==> src/rtl/msc_ram.sv <==
// Single write, single read synchronous RAM with registered read data.
`default_nettype none
module msc_ram #(
   parameter int DEPTH = 64,
   parameter int WIDTH = 32
) (
   input  wire logic                     clock,
   input  wire logic                     we,
   input  wire logic [$clog2(DEPTH)-1:0] waddr,
   input  wire logic [WIDTH-1:0]         wdata,
   input  wire logic [$clog2(DEPTH)-1:0] raddr,
   output logic [WIDTH-1:0]              rdata
);
   logic [WIDTH-1:0] mem [DEPTH];

   always_ff @(posedge clock) begin
      if (we) mem[waddr] <= wdata;
      rdata <= mem[raddr];
   end
endmodule
`default_nettype wire

==> config.mk <==
export PLATFORM = sky130hd
export DESIGN_NAME = msc_ram
export DESIGN_NICKNAME = d
export VERILOG_FILES = /design/src/rtl/msc_ram.sv
export SDC_FILE = /design/constraint.sdc
export NUM_CORES = 2
export LEC_CHECK = 0
export BUFFER_PORTS_ARGS = -buffer_cell sky130_fd_sc_hd__buf_4
export CORE_ASPECT_RATIO = 1.2
export CORE_MARGIN = 2
export CORE_UTILIZATION = 30
export DETAILED_ROUTE_END_ITERATION = 7
export PLACE_DENSITY_LB_ADDON = 0.3
export SLEW_MARGIN = 0
export SYNTH_ARGS = -nofsm -noshare
export SYNTH_HDL_FRONTEND = slang
export SYNTH_SLANG_ARGS = --single-unit
==> constraint.sdc <==
create_clock -name clock -period 6.5 [get_ports clock]
set_clock_uncertainty 0.2 [all_clocks]
set_input_delay 1.3 -clock clock [delete_from_list [all_inputs] [get_ports clock]]
set_output_delay 1.3 -clock clock [all_outputs]
set_load 0.05 [all_outputs]
==> results.yml <==
clocking:
  ctsResizeCount: 0
  clock_sinks: 2080
  clk_latency_ps: 850
  cts_setup_buffers: 0
  cts_tree: "built"
  path_clk_slew_ps: 60
  cts_made_buffers: 198
  clk_path_buf_depth: 3
  root_buffer: "clkbuf_16"
  h-tree-depth: 4
  cts_hold_buf: 0
logic_synthesis:
  synth_cells: 3324
  yosysUniqueCellTypes: 34
  yosys-top-cells-area: "edfxtp_1 78%, mux4_2 16%, mux2i_1 1.2%"
  yosysTopAreaCell: "edfxtp_1"
  avgSynthCellArea_um2: 23.6
  synth_top_area_share_pct: 78.3
  yosys_warnings: 0
  yosysSeqAreaShare_pct: 79.1
  syn_area_um2: 78500
  synth_seq_cells: 2080
  synthesis.nets: 3370
critical_path:
  rr_endpoint: "rdata[31]"
  cp.required_ps: 6980
  ff2ff_path_depth: 4
  cp_max_fo: 53
  cp-start-kind: "input pin"
  arrival_ps: 4660
  r2r_slack_ps: 3730
  critPathCaptureType: "register"
  r2r-start: "mem[63][31]"
  path_class: "in2reg"
route:
  routed_wl_mm: 221
  drtAntennaViolNets: 0
  dr.pass1.iters: 5
  num_vias: 36453
  drc: 0
  drtIter0Drc: 3881
  routed_via_density: 5.10
  detail_route.wl_per_cell_um: 31.0
grt:
  grt_first_pass_wirelength_mm: 306
  grt-ovfl-total: 0
  grt_start_max_net_pins: 71
  grt.total_usage_pct: 16.5
  antenna_found_initial: 15
  grt_pass1_vias: 37525
timing:
  tightest_slew_ps: 1270
  finalMaxSlewViolations: 0
  min_period_ps: 4180
  fmax_mhz: 239
  maxSlewHeadroom_pct: 15.0
  hold_slack_ps: 566
  fin_setup_tns_ps: 0
  finalHoldViolCount: 0
  fin_crit_sh_pct: 64.3
  fin_ws_ps: 2320
  setup_viol: 0
  rsz0062_at_grt: "no"
floorplan:
  die_area_um2: 266000
  die_h_um: 564
  rows: 205
  floorplan.initialDensity_pct: 30.2
  io_pins: 78
  fp.dieW_um: 471
  coreArea_um2: 260000
final_layout:
  utilization_pct: 34.8
  drive_gt1_share_pct: 29.6
  fillCellCount: 24076
  syn2layout_area_growth_pct: 15.1
  num-nets-final: 3603
  fin_cells: 7144
worst_hold_path:
  hold_path_end: "rdata[8]"
  hold_class: "reg2reg"
  whs_path_depth: 4
  hp-start: "mem[28][8]"
placed_design:
  place_congestion: 0.791
  dp.final_hpwl_mm: 130
  placed_cells: 6772
  place_ws_ps: 1440
  numPortBuffers: 77
status:
  status: "complete, no violations"
run:
  maxCapViolations: 0
pwr:
  p_leak_nw: 27.5
  p_per_area_nw_per_um2: 306
  ir_worst_vdd_v: 0.000287
## worst max-delay path: stages
cell and delay (ps):
buf_8 480, buf_12 320, buf_12 350, mux4_2 580, mux4_2 560, o22ai_1 760, nor2_1 140
## per-stage QoR
step	total power, mW	instance area [um^2]
2_1_floorplan	16.0	78500
3_3_place_gp	16.8	84200
3_5_place_dp	16.8	84200
4_1_cts	27.9	90400
5_1_grt	28.4	90400
6_report	27.7	90400
## flip-flops by register name, indices dropped and copies added, names as in the netlist
name	flops
rdata	32
mem	2048
## area by class of cell
type                            count  area (um^2)  share of cell area, %
Timing Repair Buffer              215         1780                   1.97
Sequential cell                  2080        62100                   68.8
Antenna cell                        5         12.5                 0.0138
Clock inverter                     95          813                  0.900
Clock buffer                      272         5390                   5.97
Tap cell                         3415         4270                   4.73
Multi-Input combinational cell   1062        16000                   17.7
## per-layer routing
layer  track usage, %  routed length, um  vias to the layer above  share of wire (%)
met5                0                 23                        -              0.010
met3             2.26              10500                      271                4.7
met4             4.84               6360                        4                2.9
met2             29.1             116000                     1081                 52
li1                 -                  -                    14740                  -
met1             21.0              88700                    20357                 40
## worst max-delay path by stage
stage | startpoint | endpoint | depth (start not counted)
after global placement | raddr[0] | rdata[2] | 7
after detailed placement | raddr[0] | rdata[2] | 7
after global routing | raddr[0] | rdata[2] | 7
final | raddr[0] | rdata[2] | 7
after floorplan | waddr[3] | mem[48][0] | 4
after CTS | raddr[0] | rdata[2] | 7
## cell usage after synthesis (all sizes together)
| master | instances |
|---|---|
| or3b | 5 |
| nor3 | 7 |
| o32ai | 4 |
| nand3 | 5 |
| clkbuf | 74 |
| buf | 108 |
| nor2 | 137 |
| o221ai | 27 |
| a41o | 4 |
| mux4 | 544 |
| and2 | 2 |
| a21oi | 62 |
| mux2i | 93 |
| o22ai | 84 |
| a22oi | 12 |
| nor2b | 15 |
| or3 | 3 |
| dfxtp | 32 |
| nand2b | 8 |
| or2 | 3 |
| edfxtp | 2048 |
| and3 | 4 |
| nand4 | 2 |
| nand2 | 26 |
| a31oi | 1 |
| nand3b | 5 |
| nand4b | 1 |
| a311oi | 8 |
## cell families after synthesis
group,after synthesis,share of synthesized area (%)
DFF,2080,79.1
buffers and inverters,182,1.13
and+or+nand+nor,223,1.27
AOI/OAI and AO/OA,202,1.67
muxes,637,16.8
## layout by cell type (no fill, tap or decap), drive strengths merged, types with 9 or more instances in the layout
master     n
mux4     544
nor2b     15
buf      215
clkinv    75
nor2     137
o22ai     84
a22oi     12
inv        9
edfxtp  2048
o221ai    27
dfxtp     32
a21oi     62
nand2     26
mux2i     93
clkbuf   272
## power breakdown
| part | switching, mW | total [mW] | internal [mW] |
|---|---|---|---|
| clock network | 5.04 | 11.2 | 6.14 |
| registers | 0.0852 | 14.9 | 14.8 |
| logic | 1.02 | 1.54 | 0.517 |
Power figures use the tool's default switching activity.
