<file path="src/rtl/msc_pkg.sv">
// Shared types and constants for the merge sort block.
`default_nettype none
package msc_pkg;
   localparam int MAX_ITEMS = 64;
   localparam int ADDR_W = $clog2(MAX_ITEMS);
   localparam int CNT_W = ADDR_W + 1;
   localparam int DATA_W = 32;
   localparam int CMP_W = 9;

   typedef struct packed {
      logic signed [DATA_W-1:0] value;
      logic                     last_item;
   } req_type;

   typedef struct packed {
      logic signed [DATA_W-1:0] sorted_value;
      logic [CMP_W-1:0]         compare_count;
      logic                     final_out;
   } rsp_type;

   // one port of a store: write and read requests
   typedef struct packed {
      logic              we;
      logic [ADDR_W-1:0] waddr;
      logic [DATA_W-1:0] wdata;
      logic [ADDR_W-1:0] raddr;
   } mem_req_type;
endpackage
`default_nettype wire

</file>
<file path="src/rtl/msc_ctrl.sv">
// Sequencer: load, top-down merge sort walked with a range stack, output.
`default_nettype none
module msc_ctrl (
   input  wire logic                  clock,
   input  wire logic                  reset,
   input  wire logic                  req_valid,
   output logic                       req_ready,
   input  wire msc_pkg::req_type      req_data,
   output logic                       rsp_valid,
   input  wire logic                  rsp_ready,
   output msc_pkg::rsp_type           rsp_data,
   output msc_pkg::mem_req_type       srt_req,
   input  wire logic [31:0]           srt_rdata,
   output msc_pkg::mem_req_type       scr_req,
   input  wire logic [31:0]           scr_rdata
);
   import msc_pkg::*;

   // Top-down ranges are walked with an explicit stack: each entry is a range
   // with a flag saying whether its halves are already sorted.
   typedef enum logic [3:0] {
      LOAD, POP, MRD, MRW, MCMP, MLEFT, MCPY_RD, MCPY_WR, OUT_RD, OUT_WAIT, OUT_SHOW
   } state_type;

   localparam int SP_W = ADDR_W + 2;
   localparam int STK = 2 * ADDR_W + 4;

   state_type         st_ff;
   logic [CNT_W-1:0]  n_ff;
   logic [CMP_W-1:0]  cmp_ff;
   logic [ADDR_W-1:0] lo_st [STK];
   logic [ADDR_W-1:0] hi_st [STK];
   logic              dn_st [STK];
   logic [SP_W-1:0]   sp_ff;
   logic [ADDR_W-1:0] lo_ff, mid_ff, hi_ff;
   logic [CNT_W-1:0]  i_ff, j_ff;
   logic [ADDR_W-1:0] k_ff, t_ff;
   logic [DATA_W-1:0] a_ff, b_ff;
   logic [1:0]        need_ff;   // bit0: a reload pending, bit1: b reload pending
   rsp_type           rsp_ff;
   logic              rv_ff;
   logic [ADDR_W-1:0] oi_ff;

   logic [SP_W-1:0]   top;
   logic [ADDR_W-1:0] pl, ph, pm;
   logic [ADDR_W:0]   psum;
   logic              a_lt_b;

   assign top = sp_ff - 1'b1;
   assign pl = lo_st[top[$clog2(STK)-1:0]];
   assign ph = hi_st[top[$clog2(STK)-1:0]];
   assign psum = {1'b0, pl} + {1'b0, ph};
   assign pm = psum[ADDR_W:1];
   assign a_lt_b = $signed(a_ff) < $signed(b_ff);

   assign req_ready = (st_ff == LOAD);
   assign rsp_valid = rv_ff;
   assign rsp_data = rsp_ff;

   always_comb begin
      srt_req = '0;
      scr_req = '0;
      case (st_ff)
         LOAD: begin
            srt_req.we = req_valid;
            srt_req.waddr = n_ff[ADDR_W-1:0];
            srt_req.wdata = req_data.value;
         end
         POP: srt_req.raddr = pl;
         MRD: srt_req.raddr = mid_ff + 1'b1;
         MCMP: if (need_ff == 2'b00) begin
            scr_req.we = 1'b1;
            scr_req.waddr = k_ff;
            scr_req.wdata = a_lt_b ? a_ff : b_ff;
            srt_req.raddr = a_lt_b ? i_ff[ADDR_W-1:0] + 1'b1 : j_ff[ADDR_W-1:0] + 1'b1;
         end
         MLEFT: if (need_ff == 2'b00) begin
            scr_req.we = 1'b1;
            scr_req.waddr = k_ff;
            scr_req.wdata = a_ff;
            srt_req.raddr = i_ff[ADDR_W-1:0] + 1'b1;
         end
         MCPY_RD: scr_req.raddr = t_ff;
         MCPY_WR: begin
            srt_req.we = 1'b1;
            srt_req.waddr = lo_ff + t_ff;
            srt_req.wdata = scr_rdata;
            scr_req.raddr = t_ff + 1'b1;
         end
         OUT_RD: srt_req.raddr = oi_ff;
         default: ;
      endcase
   end

   always_ff @(posedge clock) begin
      if (reset) begin
         st_ff <= LOAD;
         n_ff <= '0;
         rv_ff <= 1'b0;
         sp_ff <= '0;
      end else begin
         if (rv_ff && rsp_ready) rv_ff <= 1'b0;
         case (st_ff)
            LOAD: if (req_valid) begin
               n_ff <= n_ff + 1'b1;
               if (req_data.last_item || n_ff == CNT_W'(MAX_ITEMS - 1)) begin
                  cmp_ff <= '0;
                  lo_st[0] <= '0;
                  hi_st[0] <= n_ff[ADDR_W-1:0];
                  dn_st[0] <= 1'b0;
                  sp_ff <= SP_W'(1);
                  st_ff <= POP;
               end
            end
            POP: begin
               if (sp_ff == '0) begin
                  oi_ff <= '0;
                  st_ff <= OUT_RD;
               end else if (pl >= ph) begin
                  sp_ff <= sp_ff - 1'b1;
               end else if (!dn_st[top[$clog2(STK)-1:0]]) begin
                  // push right then left so left is sorted first
                  dn_st[top[$clog2(STK)-1:0]] <= 1'b1;
                  lo_st[sp_ff[$clog2(STK)-1:0]] <= pm + 1'b1;
                  hi_st[sp_ff[$clog2(STK)-1:0]] <= ph;
                  dn_st[sp_ff[$clog2(STK)-1:0]] <= 1'b0;
                  lo_st[sp_ff[$clog2(STK)-1:0] + 1'b1] <= pl;
                  hi_st[sp_ff[$clog2(STK)-1:0] + 1'b1] <= pm;
                  dn_st[sp_ff[$clog2(STK)-1:0] + 1'b1] <= 1'b0;
                  sp_ff <= sp_ff + 2'd2;
               end else begin
                  sp_ff <= sp_ff - 1'b1;
                  lo_ff <= pl; mid_ff <= pm; hi_ff <= ph;
                  i_ff <= {1'b0, pl}; j_ff <= {1'b0, pm} + 1'b1;
                  k_ff <= '0;
                  st_ff <= MRD;
               end
            end
            MRD: begin
               a_ff <= srt_rdata;
               st_ff <= MRW;
            end
            MRW: begin
               b_ff <= srt_rdata;
               need_ff <= 2'b00;
               st_ff <= MCMP;
            end
            MCMP: begin
               if (need_ff[0]) begin
                  a_ff <= srt_rdata;
                  need_ff <= 2'b00;
               end else if (need_ff[1]) begin
                  b_ff <= srt_rdata;
                  need_ff <= 2'b00;
               end else begin
                  cmp_ff <= cmp_ff + 1'b1;
                  k_ff <= k_ff + 1'b1;
                  if (a_lt_b) begin
                     i_ff <= i_ff + 1'b1;
                     // left used up: rest of right half already sits in place
                     if (i_ff[ADDR_W-1:0] == mid_ff) begin
                        t_ff <= '0;
                        st_ff <= MCPY_RD;
                     end else need_ff <= 2'b01;
                  end else begin
                     j_ff <= j_ff + 1'b1;
                     if (j_ff[ADDR_W-1:0] == hi_ff) st_ff <= MLEFT;
                     else need_ff <= 2'b10;
                  end
               end
            end
            // right used up: move the rest of the left half without compares
            MLEFT: begin
               if (need_ff[0]) begin
                  a_ff <= srt_rdata;
                  need_ff <= 2'b00;
               end else begin
                  k_ff <= k_ff + 1'b1;
                  i_ff <= i_ff + 1'b1;
                  if (i_ff[ADDR_W-1:0] == mid_ff) begin
                     t_ff <= '0;
                     st_ff <= MCPY_RD;
                  end else need_ff <= 2'b01;
               end
            end
            MCPY_RD: st_ff <= MCPY_WR;
            MCPY_WR: begin
               t_ff <= t_ff + 1'b1;
               if (t_ff == ADDR_W'(k_ff - 1'b1)) st_ff <= POP;
            end
            OUT_RD: st_ff <= OUT_WAIT;
            OUT_WAIT: begin
               rsp_ff.sorted_value <= srt_rdata;
               rsp_ff.compare_count <= cmp_ff;
               rsp_ff.final_out <= ({1'b0, oi_ff} + 1'b1 == n_ff);
               rv_ff <= 1'b1;
               st_ff <= OUT_SHOW;
            end
            OUT_SHOW: if (rsp_ready) begin
               if ({1'b0, oi_ff} + 1'b1 == n_ff) begin
                  n_ff <= '0;
                  st_ff <= LOAD;
               end else begin
                  oi_ff <= oi_ff + 1'b1;
                  st_ff <= OUT_RD;
               end
            end
            default: st_ff <= LOAD;
         endcase
      end
   end

   a_rsp_hold: assert property (@(posedge clock) disable iff (reset)
      rsp_valid && !rsp_ready |=> rsp_valid && $stable(rsp_data))
      else $error("result dropped while stalled");
   a_no_load_busy: assert property (@(posedge clock) disable iff (reset)
      req_ready |-> !rsp_valid)
      else $error("loading while results pending");
   a_cnt_bound: assert property (@(posedge clock) disable iff (reset)
      n_ff <= CNT_W'(MAX_ITEMS))
      else $error("item count overflow");
endmodule
`default_nettype wire

</file>
<file path="config.mk">
export PLATFORM = sky130hd
export DESIGN_NAME = msc_ctrl
export DESIGN_NICKNAME = d
export VERILOG_FILES = /design/src/rtl/msc_pkg.sv /design/src/rtl/msc_ctrl.sv
export SDC_FILE = /design/constraint.sdc
export NUM_CORES = 1
export LEC_CHECK = 0
export BUFFER_PORTS_ARGS = -buffer_cell sky130_fd_sc_hd__buf_2
export CORE_MARGIN = 5
export CORE_UTILIZATION = 55
export CTS_BUF_LIST = sky130_fd_sc_hd__clkbuf_4 sky130_fd_sc_hd__clkbuf_8
export DETAILED_ROUTE_END_ITERATION = 16
export GPL_TIMING_DRIVEN = 0
export HOLD_SLACK_MARGIN = 0.06
export PLACE_DENSITY = 0.79
export SLEW_MARGIN = 20
export SYNTH_ARGS = -nofsm -noshare
export SYNTH_HDL_FRONTEND = slang
export SYNTH_SLANG_ARGS = --single-unit
</file>
<file path="constraint.sdc">
create_clock -name clock -period 15.86 [get_ports clock]
set_input_delay 0.793 -clock clock [delete_from_list [all_inputs] [get_ports clock]]
set_output_delay 0.793 -clock clock [all_outputs]
set_load 0.01 [all_outputs]
</file>
==> out/summary.log, run 1 <==
qor: timing.grt_setup_unrepaired false
qor: worst_hold_path.timing.hold.worst.class in -> reg
qor: logic_synthesis.async_flop_share 0%
qor: logic_synthesis.mappedNetlistArea 0.0210 mm2
qor: timing.max_freq 0.103 GHz
qor: setup_path.worstSetupPathType reg -> reg
qor: setup_path.cell_with_the_largest_stage_delay_on_the_worst_path sky130_fd_sc_hd__o21ai_1
qor: logic_synthesis.synth-edff-count 357
qor: clock_tree.cts-buffers-inserted 68
qor: setup_path.timing.critical_path.to_type flop
qor: pwr.p_total 0.00546 W
qor: die.num_rows 71
qor: placed_design.numPlacedInstances 2409
qor: logic_synthesis.syn-mean-instance-area 12.7 um2
qor: global_route.global_route.usage.total 28.4%
qor: clock_tree.htreeDepth 3
qor: setup_path.worst_reg_to_reg_path_cell_count 28
qor: setup_path.cp_max_fo 12
qor: route.drt_pre_antenna_iters 5
qor: layout.design_area 0.0244 mm2
qor: logic_synthesis.syn_nets 1821
qor: clock_tree.cts.path.max_buffers 3
qor: timing.timing.max_slew.rel_slack 23.3%
qor: global_route.grt_overflow_total 0
qor: die.effective_utilization_at_floorplan 55.8%
qor: setup_path.crit_path_frequent_cell sky130_fd_sc_hd__buf_2
qor: timing.finalSetupViolations 0
qor: route.postRouteAntennaNets 0
qor: route.route.detailed.drc 0
qor: timing.timing_hold_violations_final 0
qor: die.boundaryPins 235
qor: timing.fin_skew 0.0496 ns
qor: timing.final.min_clock_period 9.73 ns
qor: pwr.max-vdd-ir-drop 0.219 mV
qor: run_status.result_of_the_run finished clean
qor: worst_hold_path.min_delay_path_depth 1
qor: logic_synthesis.primary_ff_master_synth sky130_fd_sc_hd__edfxtp_1
qor: setup_path.cp.depth 28
qor: layout.antenna_cells_inserted 0
qor: route.wl_per_cell 24.1 um
qor: setup_path.critical_path.max_stage_delay 0.87 ns
qor: timing.maxSlewViolCount 0
qor: clock_tree.postCtsHoldBufs 0
qor: global_route.first_pass_grt_wire_length 92000 um
qor: clock_tree.post-cts-setup-buffer-count 0
qor: placed_design.dp_hpwl 44200 um
qor: logic_synthesis.synth_sequential_area_ratio 54.4%
qor: global_route.number_of_antenna_violations_at_the_first_check_in_global_routing 0
qor: placed_design.finalWeightedCongestion 0.959
qor: die.design.die.area 0.0422 mm2
qor: die.die_w 206 um
qor: layout.fin_cells 2525
qor: global_route.number_of_global_route_vias_before_repair 15700
qor: timing.fin_setup_tns 0 ns
qor: setup_path.critical_path.top_delay_family buffers and inverters
qor: route.drt-initial-drc-count 1571
qor: route.drt-total-wl 60700 um
qor: layout.drive_above_1_share 25.4%
qor: setup_path.cp.arrival 9.96 ns
qor: clock_tree.cts.repair.resized 0
qor: route.number_of_vias_in_the_routed_layout 15500
qor: pwr.static_leakage_power 9.12 nW
qor: logic_synthesis.synth_warnings 0
qor: logic_synthesis.netlist_instances 1651
qor: logic_synthesis.synthTopCellsByArea sky130_fd_sc_hd__edfxtp_1, sky130_fd_sc_hd__mux2i_1, sky130_fd_sc_hd__mux4_2, sky130_fd_sc_hd__ha_1, sky130_fd_sc_hd__dfxtp_1
qor: global_route.maximum_number_of_pins_on_one_net_before_global_route_repair 31
qor: die.core-area 0.0377 mm2
qor: logic_synthesis.postSynthRegisterBits 393
qor: layout.layout_stage_area_growth_over_the_synthesis_result 16.0%
qor: placed_design.detailed_place.area 0.0231 mm2
qor: layout.layout.nets 2139
qor: clock_tree.number_of_sinks_driven_by_the_clock_tree 393
qor: pwr.power_density 224 mW/mm2
qor: setup_path.worst_setup_path_start_kind flop
qor: clock_tree.tritoncts yes
qor: logic_synthesis.netlist.top_cell.by_area sky130_fd_sc_hd__edfxtp_1
qor: route.via_per_inst 6.13
qor: die.floorplan.die.height 206 um
qor: logic_synthesis.synth_largest_type_area_fraction 51.0%
qor: flow_run.maxCapViolCount 0
qor: placed_design.port-buffer-count 233
qor: logic_synthesis.post_synth_num_cell_types 70
qor: clock_tree.clock_latency 0.64 ns
qor: setup_path.critical_path.n_buffers_inverters 16
qor: clock_tree.post_cts_clock_slew_at_the_launch_and_capture_registers_of_the_worst_setup_and_hold_paths 0.06 ns
qor: clock_tree.clock_tree.root_cell sky130_fd_sc_hd__clkbuf_8
qor: timing.part_of_the_cycle_the_worst_path_needs 61.3%
qor: timing.max_slew.worst_pin.slew 1.14 ns
qor: timing.hold_slack 0.385 ns
qor: setup_path.cp_data_required_time 16.09 ns
==> Yosys cell counts, drive strengths merged, types with 20 or more instances <==
master / instances
xnor2: 45
o31ai: 20
dfxtp: 36
and3: 36
a211oi: 20
nor2: 101
mux4: 59
nand2: 109
clkbuf: 59
buf: 70
mux2i: 172
a22o: 66
nor3: 25
nand3: 45
inv: 69
xor2: 50
o21ai: 35
a21oi: 63
edfxtp: 357
ha: 67
==> worst register-to-register path: cells and delay by family (launching register included) <==
kind	cells	cell delay, ns
DFF	1	0.44
and+or+nand+nor	5	0.74
adders and majority gates	2	0.73
AOI/OAI and AO/OA	4	2.31
muxes	1	0.38
buffers and inverters	16	4.75
==> logic make-up after synthesis <==
group                      after synthesis  synth area share, %
DFF                                    393                 54.4
and+or+nand+nor                        374                 8.36
AOI/OAI and AO/OA                      288                 9.87
muxes                                  232                 14.6
buffers and inverters                  200                 4.65
xor gates and xnor gates                95                 3.96
adders and majority gates               69                 4.18
==> state kept, by name (all words and copies together) (netlist names), 2 cells and up <==
register / flops
a_ff: 32
b_ff: 32
cmp_ff: 9
dn_st: 16
hi_ff: 6
hi_st: 96
i_ff: 6
j_ff: 6
k_ff: 6
lo_ff: 6
lo_st: 96
mid_ff: 6
n_ff: 7
need_ff: 2
oi_ff: 6
rsp_data: 42
sp_ff: 8
st_ff: 4
t_ff: 6
==> report_power, final <==
group	switching, W	internal (W)	total, W
clock network	0.000415	0.000468	0.000883
logic	0.00218	0.000983	0.00316
registers	0.0000540	0.00136	0.00141
total	0.00265	0.00281	0.00546
==> cell type report <==
type / count / area, um2
Buffer: 129 / 711
Inverter: 71 / 267
Timing Repair Buffer: 248 / 1350
Sequential cell: 393 / 11400
Tap cell: 511 / 639
Clock buffer: 98 / 1160
Fill cell: 2844 / 13300
Clock inverter: 17 / 87.6
Multi-Input combinational cell: 1058 / 8730
==> routing by layer <==
layer / vias to the layer above / routed length, um / GRT usage [%]
met1: 7685 / 24000 / 37.6
met5: - / 0 / 0
li1: 6883 / - / -
met4: 0 / 2250 / 10.5
met3: 153 / 4760 / 5.31
met2: 767 / 29700 / 47.0
==> worst paths after layout <==
kind	start	endpoint	slack (ns)
min	srt_rdata[30]	rsp_data[40]	0.38
max reg2reg	sp_ff[0]	hi_st[9][3]	6.13
min reg2reg	cmp_ff[6]	rsp_data[7]	0.47
max	sp_ff[0]	hi_st[9][3]	6.13
==> per-stage QoR <==
stage                     utilization (%)  setup slack [ns]
final                                64.7              6.13
after global routing                 64.7              5.94
after CTS                            64.7              5.97
after detailed placement             61.4              6.02
after global placement               60.6              5.55
after floorplan                         -              9.09
==> layout by cell type (no fill, tap or decap), types with 23 or more instances in the layout <==
cell	count
sky130_fd_sc_hd__o21ai_0	29
sky130_fd_sc_hd__edfxtp_1	357
sky130_fd_sc_hd__dfxtp_1	36
sky130_fd_sc_hd__inv_1	69
sky130_fd_sc_hd__nor3_1	23
sky130_fd_sc_hd__mux4_2	59
sky130_fd_sc_hd__a22o_1	66
sky130_fd_sc_hd__nand3_1	45
sky130_fd_sc_hd__nand2_1	108
sky130_fd_sc_hd__and3_1	35
sky130_fd_sc_hd__xnor2_1	45
sky130_fd_sc_hd__ha_1	67
sky130_fd_sc_hd__mux2i_1	172
sky130_fd_sc_hd__clkbuf_8	68
sky130_fd_sc_hd__clkbuf_1	58
sky130_fd_sc_hd__xor2_1	50
sky130_fd_sc_hd__clkbuf_4	30
sky130_fd_sc_hd__nor2_1	100
sky130_fd_sc_hd__a21oi_1	62
sky130_fd_sc_hd__buf_2	269
Note: power is estimated with default switching activity, not from simulation.
==> run 2, diff against run 1 <==
clock period = 9.4 ns   (was 15.86 ns; I/O delays follow)
==> out/summary.log, run 2 (synthesis results as in run 1) <==
qor: timing.final_critical_path_setup_slack 0.0382 ns
qor: global_route.maximum_number_of_pins_on_one_net_before_global_route_repair 31
qor: route.number_of_vias_in_the_routed_layout 15700
qor: pwr.static_leakage_power 9.25 nW
qor: layout.multi_input_gate_area_in_the_final_layout 0.00876 mm2
qor: worst_hold_path.min_delay_path_depth 1
qor: worst_hold_path.timing.hold.worst.class in -> reg
qor: layout.fillerInstances 2801
qor: setup_path.worst_setup_path_start_kind flop
qor: timing.final.min_clock_period 9.36 ns
qor: setup_path.worstReg2RegEnd hi_st[9][3]
qor: setup_path.timing.critical_path.to_type flop
qor: timing.fin_setup_tns 0 ns
qor: clock_tree.post-cts-setup-buffer-count 0
qor: pwr.comb_power_share 58.1%
qor: clock_tree.post_cts_clock_slew_at_the_launch_and_capture_registers_of_the_worst_setup_and_hold_paths 0.06 ns
qor: clock_tree.clock_latency 0.64 ns
qor: timing.max_slew.worst_pin.slew 0.968 ns
qor: timing.fin_skew 0.0482 ns
qor: flow_run.maxCapViolCount 0
qor: run_status.result_of_the_run finished clean
qor: pwr.max-vdd-ir-drop 0.372 mV
qor: setup_path.cp_data_required_time 9.63 ns
qor: route.drt-total-wl 61100 um
qor: pwr.net-switching-power 0.00448 W
qor: global_route.first_pass_grt_wire_length 92800 um
qor: clock_tree.tritoncts yes
qor: clock_tree.htreeDepth 3
qor: die.num_rows 71
qor: setup_path.cp.arrival 9.59 ns
qor: setup_path.r2r_slack 0.04 ns
qor: setup_path.worst_reg_to_reg_path_cell_count 27
qor: die.core-area 0.0377 mm2
qor: pwr.clock_share_of_power 16.1%
qor: clock_tree.number_of_sinks_driven_by_the_clock_tree 393
qor: worst_hold_path.hold_end b_ff[31]
qor: global_route.global_route.usage.total 28.7%
qor: die.design.die.area 0.0422 mm2
qor: layout.layout.nets 2169
qor: clock_tree.cts-buffers-inserted 68
qor: global_route.number_of_global_route_vias_before_repair 15800
qor: setup_path.cell_with_the_largest_stage_delay_on_the_worst_path sky130_fd_sc_hd__o21bai_2
qor: placed_design.finalWeightedCongestion 0.959
qor: timing.timing.max_slew.rel_slack 35.5%
qor: placed_design.dp_hpwl 44200 um
qor: die.boundaryPins 235
qor: route.drt_pre_antenna_iters 6
qor: global_route.number_of_antenna_violations_at_the_first_check_in_global_routing 0
qor: clock_tree.cts.path.max_buffers 3
qor: layout.drive_above_1_share 25.1%
qor: pwr.switching_portion_of_total_power 48.5%
qor: die.floorplan.die.height 206 um
qor: placed_design.port-buffer-count 233
qor: route.postRouteAntennaNets 0
qor: timing.part_of_the_cycle_the_worst_path_needs 99.6%
qor: setup_path.crit_path_frequent_cell sky130_fd_sc_hd__buf_2
qor: layout.layout_stage_area_growth_over_the_synthesis_result 17.6%
qor: route.route.detailed.drc 0
qor: die.die_w 206 um
qor: route.via_per_inst 6.13
qor: setup_path.worstSetupPathType reg -> reg
qor: timing.timing_hold_violations_final 0
qor: setup_path.critical_path.max_stage_delay 0.81 ns
qor: clock_tree.clock_tree.root_cell sky130_fd_sc_hd__clkbuf_8
qor: global_route.grt_overflow_total 0
qor: layout.antenna_cells_inserted 0
qor: route.wl_per_cell 23.9 um
qor: die.effective_utilization_at_floorplan 55.8%
qor: placed_design.placement.setup.worst_slack -0.441 ns
qor: pwr.power_frac_seq 25.8%
qor: route.drt-initial-drc-count 1624
qor: timing.grt_setup_unrepaired true
qor: timing.finalSetupViolations 0
qor: timing.max_freq 0.107 GHz
qor: timing.maxSlewViolCount 0
qor: setup_path.cp_max_fo 12
qor: worst_hold_path.worstHoldStart srt_rdata[31]
qor: layout.final_cell_mix sky130_fd_sc_hd__edfxtp_1, sky130_fd_sc_hd__buf_2, sky130_fd_sc_hd__mux2i_1, sky130_fd_sc_hd__nand2_1, sky130_fd_sc_hd__nor2_1
qor: layout.layout_commonest_cell sky130_fd_sc_hd__edfxtp_1
qor: pwr.p_total 0.00923 W
qor: layout.final-seq-area 0.0114 mm2
qor: pwr.p_int 0.00475 W
qor: setup_path.regToRegStartpoint sp_ff[0]
qor: pwr.power_density 373 mW/mm2
-- run 2: changes by cell type in the layout (fill, tap and decap cells not counted) --
cell,change
sky130_fd_sc_hd__o21ai_2,+3
sky130_fd_sc_hd__a221oi_1,-1
sky130_fd_sc_hd__o21bai_2,-2
sky130_fd_sc_hd__dlygate4sd3_1,+31
sky130_fd_sc_hd__a221oi_2,+1
sky130_fd_sc_hd__clkbuf_2,-1
sky130_fd_sc_hd__o21ai_1,-3
sky130_fd_sc_hd__o21bai_4,+2
-- run 2: worst max-delay path by stage --
stage	startpoint	end	slack, ns	cells past startpoint
6_report	sp_ff[0]	hi_st[9][3]	0.04	27
5_1_grt	sp_ff[0]	hi_st[9][3]	-0.16	27
4_1_cts	sp_ff[0]	hi_st[11][1]	0.25	27
3_5_place_dp	sp_ff[0]	hi_st[11][2]	-0.44	27
3_3_place_gp	sp_ff[0]	hi_st[6][1]	-0.91	25
2_1_floorplan	sp_ff[0]	hi_st[12][0]	2.63	27
-- run 2: critical path: cells and delay by family (launching register included) --
| family | cells | cell delay, ns |
|---|---|---|
| mux | 1 | 0.37 |
| simple gates | 5 | 0.88 |
| buf+inv | 15 | 4.37 |
| fa+ha+maj | 2 | 0.72 |
| flops | 1 | 0.45 |
| compound gates | 4 | 2.15 |
-- run 2: final cells by class --
type / instances / share of cell area [%]
clock inverter: 17 / 0.354
buffer: 129 / 2.87
clock buffer: 98 / 4.70
timing repair buffer: 278 / 6.70
sequential: 393 / 46.3
inverter: 71 / 1.08
tap: 511 / 2.59
multi-input combinational: 1058 / 35.4
-- run 2: per-layer routing --
layer  global-route usage (%)  routed length, um  vias up  share of wire (%)
met2                     47.3              29900      835                 49
met4                     11.2               2340        0                3.8
met1                     38.0              23700     7714                 39
li1                         -                  -     6965                  -
met5                        0                  0        -                  0
met3                     5.25               5140      159                8.4
-- run 2: stage by stage --
step / utilization (%) / area (um2) / instances / hold slack, ns
floorplan: - / 21000 / 1651 / 0.446
global placement: 60.6 / 22800 / 2395 / 0.462
detailed placement: 61.4 / 23100 / 2409 / 0.463
CTS: 65.6 / 24700 / 2555 / 0.0758
global route: 65.6 / 24700 / 2555 / 0.0805
finish: 65.6 / 24700 / 2555 / 0.110
-- run 2: what timing repair did --
item / in CTS / in global routing
endpoints found under the setup margin: 211 / 96
gates resized for setup: 4 / 2
hold buffers: 31 / 0
hold endpoints to repair: 86 / 0
-- run 2: power groups by stage --
stage / sequential [W] / combinational, W / clock, W
floorplan: 0.00239 / 0.00352 / 0
global placement: 0.00241 / 0.00496 / 0
detailed placement: 0.00242 / 0.00515 / 0
CTS: 0.00238 / 0.00522 / 0.00150
global route: 0.00240 / 0.00576 / 0.00159
finish: 0.00238 / 0.00536 / 0.00148
==> run 3, diff against run 2 <==
ABC_AREA = 1   (was default)
==> out/summary.log, run 3 <==
qor: run_status.result_of_the_run finished clean
qor: global_route.number_of_antenna_violations_at_the_first_check_in_global_routing 0
qor: placed_design.finalWeightedCongestion 1.00
qor: die.effective_utilization_at_floorplan 55.5%
qor: logic_synthesis.primary_ff_master_synth sky130_fd_sc_hd__edfxtp_1
qor: setup_path.regToRegStartpoint sp_ff[0]
qor: setup_path.cp_data_required_time 9.85 ns
qor: clock_tree.tritoncts yes
qor: layout.final-seq-area 0.0114 mm2
qor: layout.drive_above_1_share 19.1%
qor: timing.maxSlewViolCount 0
qor: setup_path.r2r_slack 0.63 ns
qor: die.floorplan.die.height 207 um
qor: timing.final_critical_path_setup_slack 0.630 ns
qor: clock_tree.htreeDepth 3
qor: setup_path.worst_setup_path_startpoint sp_ff[0]
qor: timing.max_freq 0.114 GHz
qor: die.die_w 207 um
qor: die.core-area 0.0386 mm2
qor: layout.final_cell_mix sky130_fd_sc_hd__nand2_1, sky130_fd_sc_hd__edfxtp_1, sky130_fd_sc_hd__o21ai_0, sky130_fd_sc_hd__buf_2, sky130_fd_sc_hd__nor2_1
qor: timing.final.min_clock_period 8.77 ns
qor: timing.finalSetupViolations 0
qor: logic_synthesis.syn-mean-instance-area 9.20 um2
qor: timing.grt_setup_unrepaired false
qor: die.boundaryPins 235
qor: clock_tree.post_cts_clock_slew_at_the_launch_and_capture_registers_of_the_worst_setup_and_hold_paths 0.06 ns
qor: worst_hold_path.worstHoldStart srt_rdata[10]
qor: setup_path.cp_max_fo 12
qor: route.drt_pre_antenna_iters 6
qor: placed_design.dp_hpwl 52100 um
qor: logic_synthesis.synth_largest_type_area_fraction 50.1%
qor: die.design.die.area 0.0429 mm2
qor: timing.timing_hold_violations_final 0
qor: placed_design.port-buffer-count 233
qor: logic_synthesis.synthTopCellsByArea sky130_fd_sc_hd__edfxtp_1, sky130_fd_sc_hd__nand2_1, sky130_fd_sc_hd__o21ai_0, sky130_fd_sc_hd__ha_1, sky130_fd_sc_hd__nor2_1
qor: clock_tree.post-cts-setup-buffer-count 0
qor: route.drt-total-wl 70100 um
qor: logic_synthesis.synth_sequential_area_ratio 53.5%
qor: setup_path.crit_path_frequent_cell sky130_fd_sc_hd__buf_2
qor: logic_synthesis.post-synth-top-count-cell sky130_fd_sc_hd__nand2_1
qor: route.route.detailed.drc 0
qor: logic_synthesis.mappedNetlistArea 0.0214 mm2
qor: logic_synthesis.netlist_instances 2326
qor: logic_synthesis.async_flop_share 0%
qor: logic_synthesis.synth_commonest_cells sky130_fd_sc_hd__nand2_1, sky130_fd_sc_hd__edfxtp_1, sky130_fd_sc_hd__o21ai_0
qor: setup_path.critical_path.max_stage_delay 0.78 ns
qor: setup_path.timing.critical_path.to_type flop
qor: clock_tree.cts-buffers-inserted 67
qor: route.number_of_vias_in_the_routed_layout 19500
qor: route.drt-initial-drc-count 2447
qor: logic_synthesis.postSynthRegisterBits 393
qor: global_route.first_pass_grt_wire_length 106000 um
qor: timing.fin_skew 0.0421 ns
qor: timing.fin_setup_tns 0 ns
qor: setup_path.cp.arrival 9.22 ns
qor: clock_tree.cts.path.max_buffers 3
qor: global_route.grt_overflow_total 0
qor: setup_path.cell_with_the_largest_stage_delay_on_the_worst_path sky130_fd_sc_hd__clkbuf_1
qor: flow_run.maxCapViolCount 0
qor: logic_synthesis.syn_nets 2496
qor: timing.max_slew.worst_pin.slew 0.953 ns
qor: clock_tree.clock_latency 0.65 ns
qor: global_route.number_of_global_route_vias_before_repair 19100
qor: clock_tree.number_of_sinks_driven_by_the_clock_tree 393
qor: logic_synthesis.netlist.top_cell.by_area sky130_fd_sc_hd__edfxtp_1
qor: layout.layout_stage_area_growth_over_the_synthesis_result 17.9%
qor: worst_hold_path.timing.hold.worst.class in -> reg
qor: die.num_rows 72
qor: logic_synthesis.synth-edff-count 357
qor: logic_synthesis.post_synth_num_cell_types 59
qor: clock_tree.cts.repair.resized 0
qor: placed_design.placement.setup.worst_slack 1.08 ns
qor: layout.antenna_cells_inserted 0
qor: route.wl_per_cell 21.7 um
qor: setup_path.worstSetupPathType reg -> reg
qor: layout.fillerInstances 3053
qor: logic_synthesis.synth_warnings 0
qor: timing.part_of_the_cycle_the_worst_path_needs 93.3%
qor: global_route.global_route.usage.total 31.4%
qor: global_route.maximum_number_of_pins_on_one_net_before_global_route_repair 32
qor: route.postRouteAntennaNets 0
qor: layout.finalCoreUtilization 65.4%
qor: layout.layout.nets 2839
qor: layout.layout_commonest_cell sky130_fd_sc_hd__nand2_1
qor: route.via_per_inst 6.03
qor: layout.multi_input_gate_area_in_the_final_layout 0.00866 mm2
qor: clock_tree.clock_tree.root_cell sky130_fd_sc_hd__clkbuf_8
qor: timing.timing.max_slew.rel_slack 36.5%
qor: setup_path.worst_setup_path_start_kind flop
[run 3: changes by cell type after synthesis, sizes merged, moves of 35 or more]
cell / previous run / this run
a21oi: 63 / 128
and3: 36 / 1
inv: 69 / 190
mux2i: 172 / 0
mux4: 59 / 0
nand2: 109 / 480
nor2: 101 / 217
o21ai: 35 / 386
[run 3: per-layer routing]
metal,GRT usage [%],wire (um),vias to the layer above
li1,-,-,8851
met1,38.5,24700,9067
met2,51.7,32800,1337
met3,7.74,8400,260
met4,16.9,4200,0
met5,0,0,-
[run 3: worst max-delay path: cells and delay by family (launching register included)]
kind,cells,cell delay [ns]
simple gates,6,1.15
buf+inv,14,4.40
flops,1,0.41
fa+ha+maj,4,1.33
compound gates,2,0.45
xor+xnor,2,0.83
[run 3: layout make-up]
cell class	count	share of cell area [%]
clock inverter	26	1.07
clock buffer	94	4.61
buffer	131	2.64
tap	518	2.57
multi-input combinational	1604	34.3
timing repair buffer	274	6.45
inverter	198	2.97
sequential	393	45.4
[run 3: repair_timing]
action / 4_1_cts / 5_1_grt
endpoints found under the hold margin: 54 / 0
setup endpoints to repair: 0 / 0
hold buffers: 20 / 0
[run 3: cells by family after synthesis]
logic type                 after synthesis  share of synthesized area, %
adders and majority gates               69                          4.11
buffers and inverters                  329                          6.61
AOI/OAI and AO/OA                      658                          17.5
and+or+nand+nor                        825                          16.0
DFF                                    393                          53.5
xor gates and xnor gates                52                          2.30
[run 3: path summary, 6_finish.rpt]
kind / end / cells past startpoint
worst max-delay path: lo_st[4][4] / 28
worst min-delay path: b_ff[10] / 1
worst min register to register: rsp_data[4] / 0
worst max register to register: lo_st[4][4] / 28
[run 3: stage by stage]
stage	hold slack, ns	area [um2]	cells
after floorplan	0.426	21400	2326
after global placement	0.433	23200	3077
after detailed placement	0.448	23600	3098
after CTS	0.0603	25200	3238
after global routing	0.0619	25200	3238
final	0.0849	25200	3238
Power of run 3 is not shown: default switching activity piles up to over one toggle a cycle in this logic, so the estimate is an artifact.
